### src/first_fit_free_list_allocator_macros.svh
// assertion macros for the first-fit free-list allocator
// used by the top level only, no other dependencies
`ifndef FIRST_FIT_FREE_LIST_ALLOCATOR_MACROS_SVH
`define FIRST_FIT_FREE_LIST_ALLOCATOR_MACROS_SVH
`ifndef NO_ASSERTIONS
// same-cycle implication
`define FFA_ASSERT_NOW(label, ante, cons) \
    label: assert property (@(posedge clk) disable iff (!rst_n) (ante) |-> (cons)) \
        else $error("allocator check failed");
// next-cycle implication
`define FFA_ASSERT_NEXT(label, ante, cons) \
    label: assert property (@(posedge clk) disable iff (!rst_n) (ante) |=> (cons)) \
        else $error("allocator check failed");
`else
`define FFA_ASSERT_NOW(label, ante, cons)
`define FFA_ASSERT_NEXT(label, ante, cons)
`endif
`endif

### src/ffa_pkg.sv
// shared types and constants of the first-fit free-list allocator
// no dependencies
package ffa_pkg;

    localparam int HEAP_UNITS_DEF = 65536;
    localparam int UNIT_BYTES_DEF = 16;
    localparam int BYTES_W        = 21;
    localparam int NEED_W         = 22;   // bytes plus rounding, quotient width
    localparam int IDX_OUT_W      = 16;
    localparam int SPLIT_MIN      = 2;

    typedef enum logic [1:0] {
        ST_DONE    = 2'd0,
        ST_ZERO    = 2'd1,
        ST_NO_FIT  = 2'd2
    } status_t;

    typedef enum logic [1:0] {
        CMD_ALLOC = 2'd0,
        CMD_ZERO  = 2'd1,
        CMD_FREE  = 2'd2
    } cmd_kind_t;

    typedef struct packed {
        cmd_kind_t              kind;
        logic [NEED_W-1:0]      need;
        logic [IDX_OUT_W-1:0]   rel;
    } cmd_t;

    typedef struct packed {
        logic full;
        logic empty;
    } q_status_t;

endpackage

### src/ffa_queue.sv
// two-entry command queue between front and back end
// depends on ffa_pkg
module ffa_queue (
    input  logic               clk,
    input  logic               rst_n,
    input  logic               push,
    input  ffa_pkg::cmd_t      push_data,
    input  logic               pop,
    output ffa_pkg::cmd_t      pop_data,
    output ffa_pkg::q_status_t stat
);
    ffa_pkg::cmd_t slot_reg [2];
    logic          wr_ptr_reg, wr_ptr_next;
    logic          rd_ptr_reg, rd_ptr_next;
    logic [1:0]    cnt_reg, cnt_next;
    logic          do_push, do_pop;

    assign stat.full  = (cnt_reg == 2'd2);
    assign stat.empty = (cnt_reg == 2'd0);
    assign do_push    = push && !stat.full;
    assign do_pop     = pop && !stat.empty;
    assign pop_data   = slot_reg[rd_ptr_reg];

    always_comb
    begin
        wr_ptr_next = wr_ptr_reg ^ do_push;
        rd_ptr_next = rd_ptr_reg ^ do_pop;
        cnt_next    = cnt_reg + 2'(do_push) - 2'(do_pop);
    end

    always_ff @(posedge clk or negedge rst_n)
    begin
        if (!rst_n)
        begin
            wr_ptr_reg <= 1'b0;
            rd_ptr_reg <= 1'b0;
            cnt_reg    <= 2'd0;
        end
        else
        begin
            wr_ptr_reg <= wr_ptr_next;
            rd_ptr_reg <= rd_ptr_next;
            cnt_reg    <= cnt_next;
        end
    end

    always_ff @(posedge clk)
    begin
        if (do_push)
            slot_reg[wr_ptr_reg] <= push_data;
    end

endmodule

### config.mk
export PLATFORM = sky130hd
export DESIGN_NAME = ffa_queue
export DESIGN_NICKNAME = d
export VERILOG_FILES = /design/src/first_fit_free_list_allocator_macros.svh /design/src/ffa_pkg.sv /design/src/ffa_queue.sv
export SDC_FILE = /design/constraint.sdc
export NUM_CORES = 1
export LEC_CHECK = 0
export ABC_AREA = 1
export ABC_CLOCK_PERIOD_IN_PS = 1850
export BUFFER_PORTS_ARGS = -buffer_cell sky130_fd_sc_hd__buf_2
export CORE_UTILIZATION = 47
export CTS_CLUSTER_SIZE = 8
export DETAILED_ROUTE_END_ITERATION = 10
export GPL_ROUTABILITY_DRIVEN = 0
export PLACE_DENSITY = 0.77
export SYNTH_ARGS = -nofsm -noshare
export SYNTH_HDL_FRONTEND = slang
export SYNTH_SLANG_ARGS = --single-unit
### constraint.sdc
create_clock -name clk -period 1.85 [get_ports clk]
set_input_delay 0.4625 -clock clk [delete_from_list [all_inputs] [get_ports clk]]
set_output_delay 0.4625 -clock clk [all_outputs]
set_load 0.01 [all_outputs]
==> results.txt <==
The run finished, with violations left. The checks that failed: DRC. The kind of path behind the tightest hold check is input pin to flop. The antenna violation net count after detailed routing came out at 0. The global-route met3 utilization came out at 3.599%. Synthesis produced a netlist whose cell count is 241.

TritonCTS built the clock tree. The time the worst path needs with I/O delays and setup is 1792 ps. In this run the worst setup path begins at rd_ptr_reg. The worst register-to-register path begins at cnt_reg[1]. Across the routed clock network, the largest skew measured is between 8 and 9 ps. The compound-gate portion of the synthesized area came out at less than 1%. Counting stages on the worst path, the most repeated cell is nand2_1. The post-synthesis share of cell area spent on and, or, nand and nor gates is 16.23%. The final wirelength came out at 5.423 mm. The number of pins exceeding their max-slew limit in the final report came out at 0. The pin count of the biggest net entering global routing came out at 42.

The number of inserted diodes came out at 0. The initial antenna violation count came to 0. The final standard cell utilization of the core is 60.60%. The maximum frequency from static timing analysis is 558.1 MHz. The total of flip-flops plus latches after synthesis is 84. In the routed design, unresolved DRC markers number 4.

The net count of the mapped netlist is 289. The worst setup path is launched from a flop. The slowest stage of the critical path is the dfrtp_2 cell. STA puts the critical path data arrival time at 1330 ps. The number of placement rows came out at 29.

After Yosys synthesis, full adders, half adders and majority gates account for between 1.5 and 2% of the synthesized area. The fraction of the cycle the final worst path needs is 96.86%. The die span in y is 84.81 microns. The average cell area after synthesis came out at 13.37 sq um. The number of buffers on the longest clock path is 2. The total congestion overflow after global routing came out at 0. After the first detailed-routing iteration, the DRC count stood at 112. The peak fanout along the critical path came out at 41.

The number of endpoints with negative hold slack in the final report is 0. The mux share of post-synthesis cell area came out at 0%. The floorplan step set the die width to 84.81 microns. The met1 usage is 20.31%. The first global-routing pass estimated ~9 mm of wire. The pre-CTS setup slack came out at 240.1 ps. Synthesis instantiated 13 different standard cells from the library. The design draws roughly 6 mW. In this run the clock root is driven by a clkbuf_8. The fill cell total of the finished layout came out at 516. The register clock-pin slew on the reported worst setup and hold paths is ~80 ps. The count of TritonRoute iterations in the first routing pass came out at 7. The average wire per standard cell came out at 13.04 microns. The register with the most flip-flops in the layout has 80 of them. The slew at the pin closest to its max-slew limit came out at 300.7 ps.

The number of buffers created by CTS came out at 9. Measured against its own limit, the worst slew margin works out to 79.74%. The data required time at the worst endpoint came out at 1390 ps. The fraction of layout cells with a size suffix above 1 is 34.22%. The post-synthesis sequential area ratio came out at about 78%.

Pin placement for this block handled 86 I/O pins. Setup repair after global routing could not meet its margin everywhere. The placed instance area came out at between 3000 and 4000 sq um. The half-perimeter wire length after detailed placement came out at roughly 3.6 mm. The mapped netlist covers approximately 3200 sq um.

The final route contains 1931 vias. The core box area came out at roughly 6500 sq um. The number of warnings issued by yosys came out at 0.

The area of the die is 7193 sq um. The XOR/XNOR share of the synthesized area is 0%. The origin of the worst min-delay path is push_data[16]. The worst-case setup margin in the final layout came out at 58.13 ps. For met2 alone, demand over resource in global routing was 27.94%. The area overhead of the layout relative to synthesis is 22.13%.

The final design area excluding fillers is 3936 sq um. The worst-case IR drop observed on VDD is ~1100 uV. The final-report setup violation count is 0. The final layout contains 383 nets. For the final routed database, the setup TNS stands at 0 ps.

The critical path goes through clkinv_8, nand2_1, nand2_1, buf_2. The initial core utilization is 49.62%. The worst setup path is captured at an output port.

The overall routing resource usage came out at around 16%. The maximum level of the CTS H-tree came out at 3. The tightest hold margin is between 300 and 400 ps. In this design, the stage delay of the slowest critical-path cell is between 400 and 500 ps. In this run the static leakage power is 1.746 nW.

The number of port buffers is 85. After synthesis, the largest family of logic cells by area is simple AND/OR/NAND/NOR gates. For this design the ratio of total power to cell area is around 1500 nW/um^2.

The average vias per placed instance is 4.642. Excluding fillers, the count of instances in the completed layout stands at 416. The total clock sinks is 84. The number of global-route vias before repair came out at 1967.

The count of placed standard cells including taps is 400. The tool flagged a number of max-cap violations equal to 0. The later-pin clock latency in the skew report is 330 ps. The critical path is of the flop to output port type.

The layer with the highest usage is met2.
-- worst max-delay path: cells and delay by family (launching register included) --
kind	cells	cell delay [ps]
buffers and inverters	2	330
AND/OR/NAND/NOR	2	190
flip-flops	1	450
-- cell families after synthesis --
family	count (synthesis)
DFF	84
AOI/OAI and AO/OA	1
buffers and inverters	20
and+or+nand+nor	132
adders and majority gates	4
-- final cells by class --
cell class	instances	area (sq um)	share of cell area, %
Timing Repair Buffer	92	525.5	13.35
Inverter	11	53.80	1.367
Clock inverter	3	38.79	0.9854
Sequential cell	84	2504	63.60
Clock buffer	12	135.1	3.433
Multi-Input combinational cell	137	583.1	14.81
Tap cell	77	96.34	2.448
-- Yosys cell counts, drive strengths merged --
cell | n | share of area (%)
nand3 | 2 | 0.31
buf | 9 | 2.9
o21ai | 1 | 0.16
dfrtp | 4 | 3.1
nand2 | 129 | 16
nor2 | 1 | 0.12
ha | 4 | 1.6
inv | 11 | 1.5
edfxtp | 80 | 75
-- report_power, final --
group	internal, mW	leakage [nW]	switching (mW)
Clock	0.612	0.0879	0.571
Sequential	2.60	0.791	0.136
Combinational	0.778	0.867	1.34
Total	3.99	1.75	2.04
-- cell usage in the layout (no fill, tap or decap) --
master         Yosys  layout
nor2_1             1       1
buf_12             0       3
clkbuf_8           0       9
clkinv_1           0       1
nand2_1          119     119
bufinv_16          0       1
nand2_2           10      10
dlygate4sd3_1      0       1
o21ai_0            1       1
clkinv_8           0       1
edfxtp_1          80      80
clkinv_2           0       1
dfrtp_1            4       3
clkbuf_1           0       3
inv_1             10      10
buf_4              3       2
ha_2               0       2
nand3_1            2       2
ha_1               4       2
buf_2              0      85
buf_8              1       1
dfrtp_2            0       1
-- routing by layer --
metal | share of wire, % | routed length (microns)
met5 | 0 | 0
met4 | 0.77 | 42
met3 | 4.5 | 244
met2 | 50 | 2710
met1 | 45 | 2425
-- timing repair --
item | 4_1_cts | 5_1_grt
gates resized for setup | 1 | 2
setup endpoints to repair | 17 | 25
hold endpoints to repair | 4 | 0
hold buffers | 1 | 0
setup buffers | 0 | 0
-- worst paths after layout --
check / to / cells past startpoint / slack, ps
setup / recovery: pop_data[29] / 4 / 60
hold / removal: slot_reg[1][16] / 1 / 310
setup reg to reg: slot_reg[0][20] / 5 / 270
hold reg to reg: cnt_reg[0] / 1 / 560
max in group asynchronous: rd_ptr_reg / 2 / 1240
min in group asynchronous: cnt_reg[0] / 2 / 470
Power figures use the tool's default switching activity.
