File: src/first_fit_free_list_allocator_macros.svh
// assertion macros for the first-fit free-list allocator
// used by the top level only, no other dependencies
`ifndef FIRST_FIT_FREE_LIST_ALLOCATOR_MACROS_SVH
`define FIRST_FIT_FREE_LIST_ALLOCATOR_MACROS_SVH
`ifndef NO_ASSERTIONS
// same-cycle implication
`define FFA_ASSERT_NOW(label, ante, cons) \
    label: assert property (@(posedge clk) disable iff (!rst_n) (ante) |-> (cons)) \
        else $error("allocator check failed");
// next-cycle implication
`define FFA_ASSERT_NEXT(label, ante, cons) \
    label: assert property (@(posedge clk) disable iff (!rst_n) (ante) |=> (cons)) \
        else $error("allocator check failed");
`else
`define FFA_ASSERT_NOW(label, ante, cons)
`define FFA_ASSERT_NEXT(label, ante, cons)
`endif
`endif

File: src/ffa_pkg.sv
// shared types and constants of the first-fit free-list allocator
// no dependencies
package ffa_pkg;

    localparam int HEAP_UNITS_DEF = 65536;
    localparam int UNIT_BYTES_DEF = 16;
    localparam int BYTES_W        = 21;
    localparam int NEED_W         = 22;   // bytes plus rounding, quotient width
    localparam int IDX_OUT_W      = 16;
    localparam int SPLIT_MIN      = 2;

    typedef enum logic [1:0] {
        ST_DONE    = 2'd0,
        ST_ZERO    = 2'd1,
        ST_NO_FIT  = 2'd2
    } status_t;

    typedef enum logic [1:0] {
        CMD_ALLOC = 2'd0,
        CMD_ZERO  = 2'd1,
        CMD_FREE  = 2'd2
    } cmd_kind_t;

    typedef struct packed {
        cmd_kind_t              kind;
        logic [NEED_W-1:0]      need;
        logic [IDX_OUT_W-1:0]   rel;
    } cmd_t;

    typedef struct packed {
        logic full;
        logic empty;
    } q_status_t;

endpackage

File: src/ffa_front.sv
// front end: accepts requests, rounds byte counts up to units with a reciprocal multiply
// depends on ffa_pkg
module ffa_front #(
    parameter int UNIT_BYTES = ffa_pkg::UNIT_BYTES_DEF
) (
    input  logic                       clk,
    input  logic                       rst_n,
    input  logic                       s_tvalid,
    output logic                       s_tready,
    input  logic                       action,
    input  logic [ffa_pkg::BYTES_W-1:0] request_bytes,
    input  logic [ffa_pkg::IDX_OUT_W-1:0] release_index,
    output logic                       q_push,
    output ffa_pkg::cmd_t              q_data,
    input  ffa_pkg::q_status_t         q_stat
);
    // exact floor division for any numerator below 2**NEED_W
    localparam int     SH     = ffa_pkg::NEED_W + $clog2(UNIT_BYTES);
    localparam int     PROD_W = SH + ffa_pkg::NEED_W;
    localparam longint RECIP  = ((longint'(1) << SH) + longint'(UNIT_BYTES) - 1)
                              / longint'(UNIT_BYTES);

    typedef enum logic [2:0] {
        F_IDLE = 3'b001,
        F_DIV  = 3'b010,
        F_PUSH = 3'b100
    } fstate_t;

    fstate_t                   state_reg, state_next;
    logic [ffa_pkg::NEED_W-1:0] num_reg, num_next;
    ffa_pkg::cmd_t             cmd_reg, cmd_next;
    logic [PROD_W-1:0]         prod;

    assign s_tready = (state_reg == F_IDLE);
    assign q_push   = (state_reg == F_PUSH) && !q_stat.full;
    assign q_data   = cmd_reg;

    // combinational multiply of the registered numerator by the scaled reciprocal of the unit size
    assign prod = PROD_W'(num_reg) * PROD_W'(RECIP);

    always_comb
    begin
        state_next = state_reg;
        num_next   = num_reg;
        cmd_next   = cmd_reg;
        unique case (state_reg)
            F_IDLE:
            begin
                if (s_tvalid)
                begin
                    cmd_next.rel  = release_index;
                    cmd_next.need = '0;
                    if (action)
                    begin
                        cmd_next.kind = ffa_pkg::CMD_FREE;
                        state_next    = F_PUSH;
                    end
                    else if (request_bytes == '0)
                    begin
                        cmd_next.kind = ffa_pkg::CMD_ZERO;
                        state_next    = F_PUSH;
                    end
                    else
                    begin
                        cmd_next.kind = ffa_pkg::CMD_ALLOC;
                        num_next = ffa_pkg::NEED_W'(request_bytes)
                                 + ffa_pkg::NEED_W'(UNIT_BYTES - 1);
                        state_next = F_DIV;
                    end
                end
            end
            F_DIV:
            begin
                cmd_next.need = prod[SH +: ffa_pkg::NEED_W];
                state_next    = F_PUSH;
            end
            F_PUSH:
            begin
                if (!q_stat.full)
                    state_next = F_IDLE;
            end
            default: state_next = F_IDLE;
        endcase
    end

    always_ff @(posedge clk or negedge rst_n)
    begin
        if (!rst_n)
            state_reg <= F_IDLE;
        else
            state_reg <= state_next;
    end

    always_ff @(posedge clk)
    begin
        num_reg <= num_next;
        cmd_reg <= cmd_next;
    end

endmodule

File: config.mk
export PLATFORM = sky130hd
export DESIGN_NAME = ffa_front
export DESIGN_NICKNAME = d
export VERILOG_FILES = /design/src/first_fit_free_list_allocator_macros.svh /design/src/ffa_pkg.sv /design/src/ffa_front.sv
export SDC_FILE = /design/constraint.sdc
export NUM_CORES = 1
export LEC_CHECK = 0
export BUFFER_PORTS_ARGS = -buffer_cell sky130_fd_sc_hd__buf_2
export CAP_MARGIN = 5
export CORE_UTILIZATION = 35
export DETAILED_ROUTE_END_ITERATION = 12
export HOLD_SLACK_MARGIN = 0.1
export PLACE_DENSITY = 0.72
export SETUP_SLACK_MARGIN = 0.05
export SYNTH_ARGS = -nofsm -noshare
export SYNTH_HDL_FRONTEND = slang
export SYNTH_SLANG_ARGS = --single-unit
File: constraint.sdc
create_clock -name clk -period 3.9 [get_ports clk]
set_input_delay 0 -clock clk [delete_from_list [all_inputs] [get_ports clk]]
set_output_delay 0 -clock clk [all_outputs]
set_load 0.01 [all_outputs]
==> out/qor.txt <==
CP peak stage delay: 0.69 ns
Routed len/inst: 12.7 microns
DRT Pass-1 Iters: 4
Cell area after layout: 3430 sq um
Yosys warnings: 0
Clk_skew: 0.00679 ns
Hold Vio Cnt, Final: 0
Worst path arrival time: 2.34 ns
GRT overflow: 0
Via count: 1646
CTS tree: done
Die X: 83.5 microns
Fillcell total: 536
Largest net degree at the start of global routing: 26
Routed WL: 4550 microns
Die height: 83.5 microns
Mean Syn Cell Area: 15.5 sq um
CP max-delay cell: and3_1
Leakage dissipation: 0.00144 uW
Initial DRC count: 72
Layout cell share with drive strength beyond 1: 0.370
Postcts setup bufs: 0
Core area: 6390 sq um
#FFs+latches synth: 57
Post-DR vias/cell: 4.60
Hold slack: 0.164 ns
Largest register FFs: 36
Fmax: 417 MHz
Worst min path class: input pin to async pin
Root Buffer: clkbuf_8
HPWL after DPL: 2990 microns
Total Die Area: 6970 sq um
Residual DRC count: 0
Final Wtd Congestion: 0.719
Sink Count: 57
Tcrit/Tclk final: 0.614
Mapped cell area: 2320 sq um
Initial antenna violation count: 0
Type of origin of the critical path: register
Vias in the first global route: 1640
Most frequent cells in the layout: 79 x buf_2, 54 x edfxtp_1, 40 x dlygate4sd3_1
Port-buffer cells: 79
Req. time, crit path: 3.85 ns
Worst skew pair latency: 0.32 ns
CP endpoint kind: register
RSZ-0062 raised after global routing: false
Minimum clock period: 2.40 ns
Slew HR: 0.393
Most common cell after layout, fill and taps aside: buf_2
N_diodes: 0
First-pass GRT wire length: 7420 microns
Reg2reg path depth: 5
Setup-failing EPs final: 0
Syn Inst Count: 150
Starting density of the core: 0.364
Number of cell rows: 29
Post-CTS Resized: 0
GR Util All Layers: 0.138
Max cap viols: 0
Sequential fraction of the synthesis area: 0.731
Status: completed
Cts bufs inserted: 9
Fin nets: 319
Power per cell area: 558 nW/um^2
Max FO, Critical Path: 20
Crit Path Class: register to register
Placed instance area: 2790 sq um
Post-synthesis cell type count: 31
ANT nets after route: 0
Final slew viol count: 0
Reg clk slew, reported paths: 0.06 ns
Setup_tns: 0 ns
Clock Path Buffers: 2
Top-Level Pins: 85
Synth-to-Final Area Change: 47.7%
CP Cell Sequence: nand3b_1 -> or2_2 -> inv_1 -> buf_4 -> and3_1
VDD IR max: 293 uV
Worst slew pin tran: 0.907 ns
H-tree levels: 3
## cell families (layout without fill, tap and decap cells)
family                    Yosys count  in the layout  share of synthesized area
xor gates and xnor gates           17             17                     0.0641
other                               1              4                    0.00161
buffers and inverters              10            138                     0.0226
DFF                                57             57                      0.731
AOI/OAI and AO/OA                   4              4                     0.0156
and+or+nand+nor                    61             61                      0.165
## report_power, final
group          switching (uW)  leakage [uW]  internal, uW
registers                43.1      0.000548           842
logic                     225      0.000765           150
clock network             216      0.000126           438
total                     484       0.00144          1430
## final timing paths
path / from / to / slack (ns)
hold / removal: rst_n / state_reg[0]$_DFFE_PN1P_ / 0.16
hold reg to reg: num_reg[6]$_DFFE_PP_ / q_data[18]$_DFFE_PP_ / 0.55
max in group asynchronous: rst_n / state_reg[2]$_DFFE_PN0P_ / 3.20
min in group clk: request_bytes[0] / num_reg[5]$_DFFE_PP_ / 0.19
setup reg to reg: state_reg[0]$_DFFE_PN1P_ / num_reg[7]$_DFFE_PP_ / 1.50
setup / recovery: state_reg[0]$_DFFE_PN1P_ / num_reg[7]$_DFFE_PP_ / 1.50
## per-stage QoR
step                total power (uW)  worst slack [ns]  std cells  utilization
detailed placement              1240              1.50        302        0.437
CTS                             1920              1.48        358        0.537
finish                          1910              1.50        358        0.537
floorplan                       1080              1.55        153            -
global route                    1990              1.30        358        0.537
global placement                1220              1.55        302        0.437
## final cells by class
| type | instances | area (sq um) | share of cell area |
|---|---|---|---|
| Clock inverter | 6 | 105 | 0.0306 |
| Tap cell | 77 | 96.3 | 0.0281 |
| Multi-Input combinational cell | 86 | 584 | 0.170 |
| Inverter | 2 | 7.51 | 0.00219 |
| Sequential cell | 57 | 1700 | 0.495 |
| Clock buffer | 10 | 138 | 0.0401 |
| Timing Repair Buffer | 120 | 803 | 0.234 |
## worst max-delay path: cells and delay by family, from the launching register on
kind | cells | cell delay [ns]
buffers and inverters | 2 | 0.31
AND/OR/NAND/NOR | 3 | 1.15
flip-flops | 1 | 0.56
## Yosys cell counts
master,count,share of area
o21a_1,1,0.0032
dfrtp_1,2,0.022
or4_4,1,0.0048
nand3b_1,2,0.0065
or4_1,1,0.0032
nor3b_1,1,0.0032
dfstp_2,1,0.011
a21oi_1,1,0.0022
edfxtp_1,54,0.70
nand2_1,8,0.013
clkbuf_1,4,0.0065
nor4_2,1,0.0054
nand4_1,7,0.019
o41ai_1,1,0.0038
nor4_4,1,0.0092
o221ai_2,1,0.0065
or3b_2,1,0.0038
nor4_1,4,0.011
nor3_1,2,0.0043
buf_4,4,0.013
or2_2,1,0.0027
xnor2_1,11,0.041
xor2_1,6,0.023
and3_2,1,0.0032
nor2_1,4,0.0065
and3_1,22,0.059
and2_1,1,0.0027
nand3_1,2,0.0043
conb_1,1,0.0016
nor4b_1,1,0.0038
inv_1,2,0.0032
## routing by layer
metal  share of wire  track usage
met3           0.049       0.0356
met4           0.021       0.0847
met5               0            0
met1            0.42        0.158
met2            0.51        0.232
## repair_timing
action,4_1_cts,5_1_grt
hold buffers,40,0
setup endpoints to repair,0,0
hold endpoints to repair,42,0
Note: power is estimated with default switching activity, not from simulation.
